==> src/design/gpm_ram.sv <==
// Single-port-write, single-port-read synchronous RAM with registered read data.
module gpm_ram #(
    parameter int WIDTH = 20,
    parameter int DEPTH = 32,
    localparam int AW = (DEPTH > 1) ? $clog2(DEPTH) : 1
) (
    input  logic             clk,
    input  logic             wr_en,
    input  logic [AW-1:0]    wr_addr,
    input  logic [WIDTH-1:0] wr_data,
    input  logic             rd_en,
    input  logic [AW-1:0]    rd_addr,
    output logic [WIDTH-1:0] rd_data
);

    logic [WIDTH-1:0] mem [DEPTH];

    always_ff @(posedge clk)
    begin
        if (wr_en)
        begin
            mem[wr_addr] <= wr_data;
        end
    end

    // read data holds until the next read
    always_ff @(posedge clk)
    begin
        if (rd_en)
        begin
            rd_data <= mem[rd_addr];
        end
    end

endmodule

==> config.mk <==
export PLATFORM = sky130hd
export DESIGN_NAME = gpm_ram
export DESIGN_NICKNAME = d
export VERILOG_FILES = /design/src/design/gpm_ram.sv
export SDC_FILE = /design/constraint.sdc
export NUM_CORES = 1
export LEC_CHECK = 0
export BUFFER_PORTS_ARGS = -buffer_cell sky130_fd_sc_hd__buf_2
export CAP_MARGIN = 0
export CORE_UTILIZATION = 60
export CTS_BUF_LIST = sky130_fd_sc_hd__clkbuf_4 sky130_fd_sc_hd__clkbuf_8 sky130_fd_sc_hd__clkbuf_16
export DETAILED_ROUTE_END_ITERATION = 16
export PLACE_DENSITY = 0.77
export SYNTH_ARGS = -nofsm -noshare
export SYNTH_HDL_FRONTEND = slang
export SYNTH_SLANG_ARGS = --single-unit
==> constraint.sdc <==
create_clock -name clk -period 3.1 [get_ports clk]
set_input_delay 0.62 -clock clk [delete_from_list [all_inputs] [get_ports clk]]
set_output_delay 0.62 -clock clk [all_outputs]
set_load 0.01 [all_outputs]
==> results.json, run 1 <==
{
  "hp-class": "in2reg",
  "nets": 1574,
  "vias": 13800,
  "clkLatencyLatePin_ns": 0.58,
  "antenna_cells": 0,
  "clk_root_buffer_cell": "clkbuf_16",
  "cts.reportedPaths.clkPinSlew_ns": 0.06,
  "htreeDepth": 3,
  "grt.met1_usage_pct": 38.1,
  "max_clock_freq_mhz": 497,
  "clock_skew_ns": 0.0176,
  "crit_type": "in2reg",
  "grt_pass1_vias": 13800,
  "power_uw": 18800,
  "die_w_um": 209,
  "rsz0062_at_grt": "false",
  "place_area_um2": 27000,
  "drt_pass1_iterations": 5,
  "antenna_found_initial": 2,
  "finalSetupViolCount": 0,
  "ioPinCount": 53,
  "path_max_fanout": 52,
  "die-area_um2": 43800,
  "synth-xor-area-share_pct": 0,
  "async_flop_share_pct": 0,
  "yosysWarnings": 0,
  "synth-simple-area-share_pct": 3.21,
  "syn_nets": 1447,
  "track_usage_pct": 27.1,
  "grt_busiest_layer": "met2",
  "cts_setup_buffers": 0,
  "io_buffers": 52,
  "syn-cell-area_um2": 25800,
  "drc": 0,
  "slew-limit-headroom_pct": 47.2,
  "crit_buf_inv": 2,
  "gpl.final_weighted_congestion": 0.877,
  "layout_min_cycle_time_ns": 2.01,
  "synthMuxAreaShare_pct": 12.4,
  "worst_slew_pin_slew_ns": 0.793,
  "tns_ns": 0,
  "cts_resized": 0,
  "outcome": "completed",
  "place_hpwl_um": 34500,
  "design.core.area_um2": 42100,
  "final-hold-violation-count": 0,
  "syn_to_final_growth_pct": 13.3,
  "ant_nets": 0,
  "synth_edf_count": 660,
  "cp_cell_sequence": "buf_2 -> nor2b_4 -> buf_12 -> a22o_1 -> nor3_1 -> a31oi_1 -> nand3_1",
  "grt_max_degree": 59,
  "design_area_um2": 29200,
  "synth_compound_area_share_pct": 4.96,
  "viasPerCell": 6.47,
  "grt_util_met3_pct": 4.28,
  "cts_max_path_buffers": 3,
  "final_max_slew_viol_count": 0,
  "drive_gt1_share_pct": 17.8,
  "crit_family": "compound AO/OA/AOI/OAI gates",
  "rows": 75,
  "wl_um": 57700,
  "grt_pass1_wl_um": 86100,
  "netlist_instances": 1414,
  "ys_types": 26,
  "crit_arrival_ns": 2.32,
  "cts_made_buffers": 66,
  "hold_buffers": 0,
  "power.density_nw_per_um2": 646,
  "fin_hold_ws_ns": 0.561,
  "cts_tree": "yes",
  "fin_crit_sh_pct": 64.9,
  "maxCapViolations": 0,
  "met2_usage_pct": 44.0,
  "detail_route.wl_per_cell_um": 27.1,
  "required_ns": 3.41,
  "synth_top_family_by_area": "multiplexers",
  "leakage_uw": 0.0103,
  "drt_iter0_markers": 1535,
  "initial_core_util_pct": 61.1,
  "cp_slowest_cell": "nor2b_4",
  "synth_flop_cell": "edfxtp_1",
  "die_y_um": 209,
  "vdd_drop_max_mv": 0.365,
  "synth_seq_cells": 660,
  "crit_path_start_kind": "input port",
  "globalRouteOverflowTotal": 0,
  "ys_seq_area_share_pct": 77.0,
  "postSynthAreaPerCell_um2": 18.2,
  "cp-end-kind": "flop",
  "synth-adder-area-share_pct": 0,
  "cts.sinks": 660,
  "max_stage_delay_ns": 0.40
}
-- final cells by class --
class                           instances  area (µm²)
Clock buffer                           91        1930
Clock inverter                         26         245
Fill cell                            2524       12900
Multi-Input combinational cell        672        5410
Sequential cell                       660       19800
Tap cell                              539         674
Timing Repair Buffer                  141        1110
-- synth_stat cells (2+ instances only) --
cell type | count | area share, %
buf_8 | 8 | 0.47
buf_4 | 15 | 0.44
edfxtp_1 | 660 | 77
buf_2 | 22 | 0.43
nor3_1 | 20 | 0.39
nor2_1 | 33 | 0.48
a31oi_1 | 20 | 0.49
nand3b_1 | 5 | 0.15
nor2b_1 | 2 | 0.049
or3b_2 | 3 | 0.10
clkbuf_1 | 24 | 0.35
buf_6 | 6 | 0.26
mux2i_1 | 320 | 12
a22oi_1 | 80 | 2.3
a21oi_1 | 40 | 0.78
buf_12 | 6 | 0.47
nand4_1 | 20 | 0.49
a22o_1 | 40 | 1.4
nand2b_1 | 2 | 0.049
nand2_1 | 41 | 0.60
nand3_1 | 42 | 0.82
-- sequential cells by signal, indices dropped and copies added, names as in the netlist --
register / flops
rd_data: 20
mem: 640
-- path summary, 6_finish.rpt --
check	startpoint	slack (ns)	depth (start not counted)	to
worst max-delay path	rd_addr[2]	1.09	7	rd_data[19]
worst min-delay path	wr_data[10]	0.56	1	mem[9][10]
worst max register to register	mem[4][19]	1.57	5	rd_data[19]
worst min register to register	mem[17][16]	0.68	4	rd_data[16]
-- through the flow --
step | setup slack, ns | utilization (%) | std cells
after floorplan | 0.566 | - | 1414
after global placement | 0.543 | 64.1 | 2012
after detailed placement | 0.528 | 64.1 | 2012
after CTS | 1.15 | 69.3 | 2129
after global routing | 1.02 | 69.3 | 2129
final | 1.09 | 69.3 | 2129
-- routing by layer --
layer / share of wire, % / wire length [µm]
met1: 40 / 23200
met2: 49 / 28000
met3: 9.0 / 5190
met5: 0.052 / 30
met4: 2.2 / 1290
-- cells in the final DEF, fill, tap and decap left out, drive strengths merged, types with 2 or more instances in the layout --
cell type  count
nand3b         5
mux2i        320
nor2          34
nor2b          2
nand4         20
nand3         42
clkinv        18
buf          141
nand2b         2
a21oi         40
or3b           3
a22o          40
nand2         41
clkbuf        91
clkinvlp       2
nor3          20
bufinv         5
edfxtp       660
a31oi         20
a22oi         80
-- worst register-to-register path, cell delays in order (launching register included) --
cell and delay [ns]:
edfxtp_1 0.38, mux2i_1 0.16, a22o_1 0.15, nor3_1 0.06, a31oi_1 0.40, nand3_1 0.11
-- cell families after synthesis --
logic type	Yosys count
flops	660
compound gates	180
buf+inv	82
mux	320
simple gates	172
-- where the power goes --
| group | switching (µW) | leakage, µW | internal (µW) |
|---|---|---|---|
| Clock | 3120 | 0.00108 | 4760 |
| Combinational | 644 | 0.00327 | 321 |
| Sequential | 38.4 | 0.00596 | 9960 |
No activity file was read; power rests on OpenSTA's default activity.
==> run 2: changes to the inputs <==
CORE_UTILIZATION = 56   (was 60)
PLACE_DENSITY = 0.75   (was 0.77)
clock period = 1.81 ns   (was 3.1 ns; I/O delays follow)
==> results.json, run 2 (synthesized netlist as in run 1, its figures left out) <==
{
  "outcome": "completed",
  "drc": 0,
  "io_buffers": 52,
  "hold_buffers": 0,
  "clk_root_buffer_cell": "clkbuf_16",
  "grt.met1_usage_pct": 35.2,
  "layout_min_cycle_time_ns": 1.69,
  "die_y_um": 216,
  "place_area_um2": 28600,
  "slew-limit-headroom_pct": 50.6,
  "leakage_uw": 0.0109,
  "cts_max_path_buffers": 3,
  "reg_top3": "mem (640), rd_data (20)",
  "antenna_cells": 0,
  "nFillCells": 2821,
  "drt_pass1_iterations": 5,
  "drt_iter0_markers": 1566,
  "worst_slew_pin_slew_ns": 0.742,
  "place_hpwl_um": 37300,
  "rows": 78,
  "detail_route.wl_per_cell_um": 25.8,
  "power_switching_uw": 6550,
  "grt_pass1_vias": 14300,
  "viasPerCell": 6.19,
  "drive_gt1_share_pct": 22.6,
  "hp-class": "in2reg",
  "cts_made_buffers": 60,
  "final_max_slew_viol_count": 0,
  "design_area_um2": 30600,
  "grt_busiest_layer": "met2",
  "cts.reportedPaths.clkPinSlew_ns": 0.06,
  "cts_resized": 0,
  "ant_nets": 0,
  "power.share.clock_pct": 39.8,
  "track_usage_pct": 25.6,
  "top_register": "mem",
  "final-hold-violation-count": 0,
  "crit_path_start_kind": "flop",
  "globalRouteOverflowTotal": 0,
  "power.density_nw_per_um2": 1040,
  "clock_skew_ns": 0.0242,
  "cts_setup_buffers": 0,
  "required_ns": 2.14,
  "grt_pass1_wl_um": 88500,
  "initial_core_util_pct": 56.7,
  "seq_power_share_pct": 54.0,
  "grt_util_met3_pct": 3.66,
  "die-area_um2": 46900,
  "gpl.final_weighted_congestion": 0.830,
  "max_clock_freq_mhz": 593,
  "cp-end-kind": "flop",
  "antenna_found_initial": 0,
  "finalSetupViolCount": 0,
  "crit_type": "reg2reg",
  "syn_to_final_growth_pct": 18.8,
  "nets": 1673,
  "largest_reg_flops": 640,
  "cts.sinks": 660,
  "final_common_cell": "edfxtp_1",
  "rsz0062_at_grt": "false",
  "wl_um": 59000,
  "path_max_fanout": 1,
  "fin_crit_sh_pct": 93.2,
  "vias": 14100,
  "crit_arrival_ns": 2.02,
  "cts_tree": "yes",
  "final_cell_mix": "660 x edfxtp_1, 320 x mux2i_1, 124 x buf_4",
  "swShare_pct": 20.7,
  "post-route-util_pct": 67.4,
  "met2_usage_pct": 42.4,
  "internal_power_uw": 25200,
  "vdd_drop_max_mv": 0.726,
  "ioPinCount": 53,
  "design.core.area_um2": 45400,
  "maxCapViolations": 0,
  "die_w_um": 216,
  "clkLatencyLatePin_ns": 0.62,
  "grt_max_degree": 38,
  "comb_power_share_pct": 6.2,
  "htreeDepth": 2
}
[run 2: worst paths after layout]
| kind | from | endpoint | slack (ns) | cells after the start |
|---|---|---|---|---|
| max | mem[3][8] | rd_data[8] | 0.12 | 6 |
| min reg2reg | mem[16][5] | rd_data[5] | 0.68 | 4 |
| min | wr_data[13] | mem[9][13] | 0.28 | 1 |
| max reg2reg | mem[3][8] | rd_data[8] | 0.12 | 6 |
[run 2: metrics by stage]
stage | instances | setup slack, ns | total power [µW] | hold WS (ns) | setup TNS [ns]
5_1_grt | 2287 | 0.0222 | 32500 | 0.281 | 0
3_3_place_gp | 2178 | -0.401 | 19300 | 0.662 | -4.54
6_report | 2287 | 0.123 | 31700 | 0.276 | 0
4_1_cts | 2287 | 0.132 | 31800 | 0.252 | 0
2_1_floorplan | 1414 | -0.262 | 18400 | 0.461 | -79.37
3_5_place_dp | 2178 | -0.417 | 19400 | 0.672 | -7.80
[run 2: power groups by stage]
stage	registers, µW	clock network (µW)	logic [µW]
2_1_floorplan	17400	0	948
3_3_place_gp	17400	0	1870
3_5_place_dp	17500	0	1930
4_1_cts	17100	12700	1950
5_1_grt	17100	13300	2070
6_report	17100	12600	1960
[run 2: critical path, stage by stage (launching register included)]
cell      delay [ns]
edfxtp_1        0.36
mux2i_1         0.19
a22o_1          0.15
nor3_1          0.04
buf_4           0.13
a31oi_1         0.37
nand3_1         0.17
[run 2: layer usage]
layer,vias to the layer above,part of all wire [%]
li1,6161,-
met1,7179,41
met2,693,49
met3,113,7.4
met4,0,2.6
met5,-,0
[run 2: area by class of cell]
type,count,area (µm²),area share [%]
sequential,660,19800,64.8
multi-input combinational,672,5460,17.8
timing repair buffer,246,2600,8.51
clock buffer,73,1620,5.28
tap,600,751,2.45
clock inverter,36,349,1.14
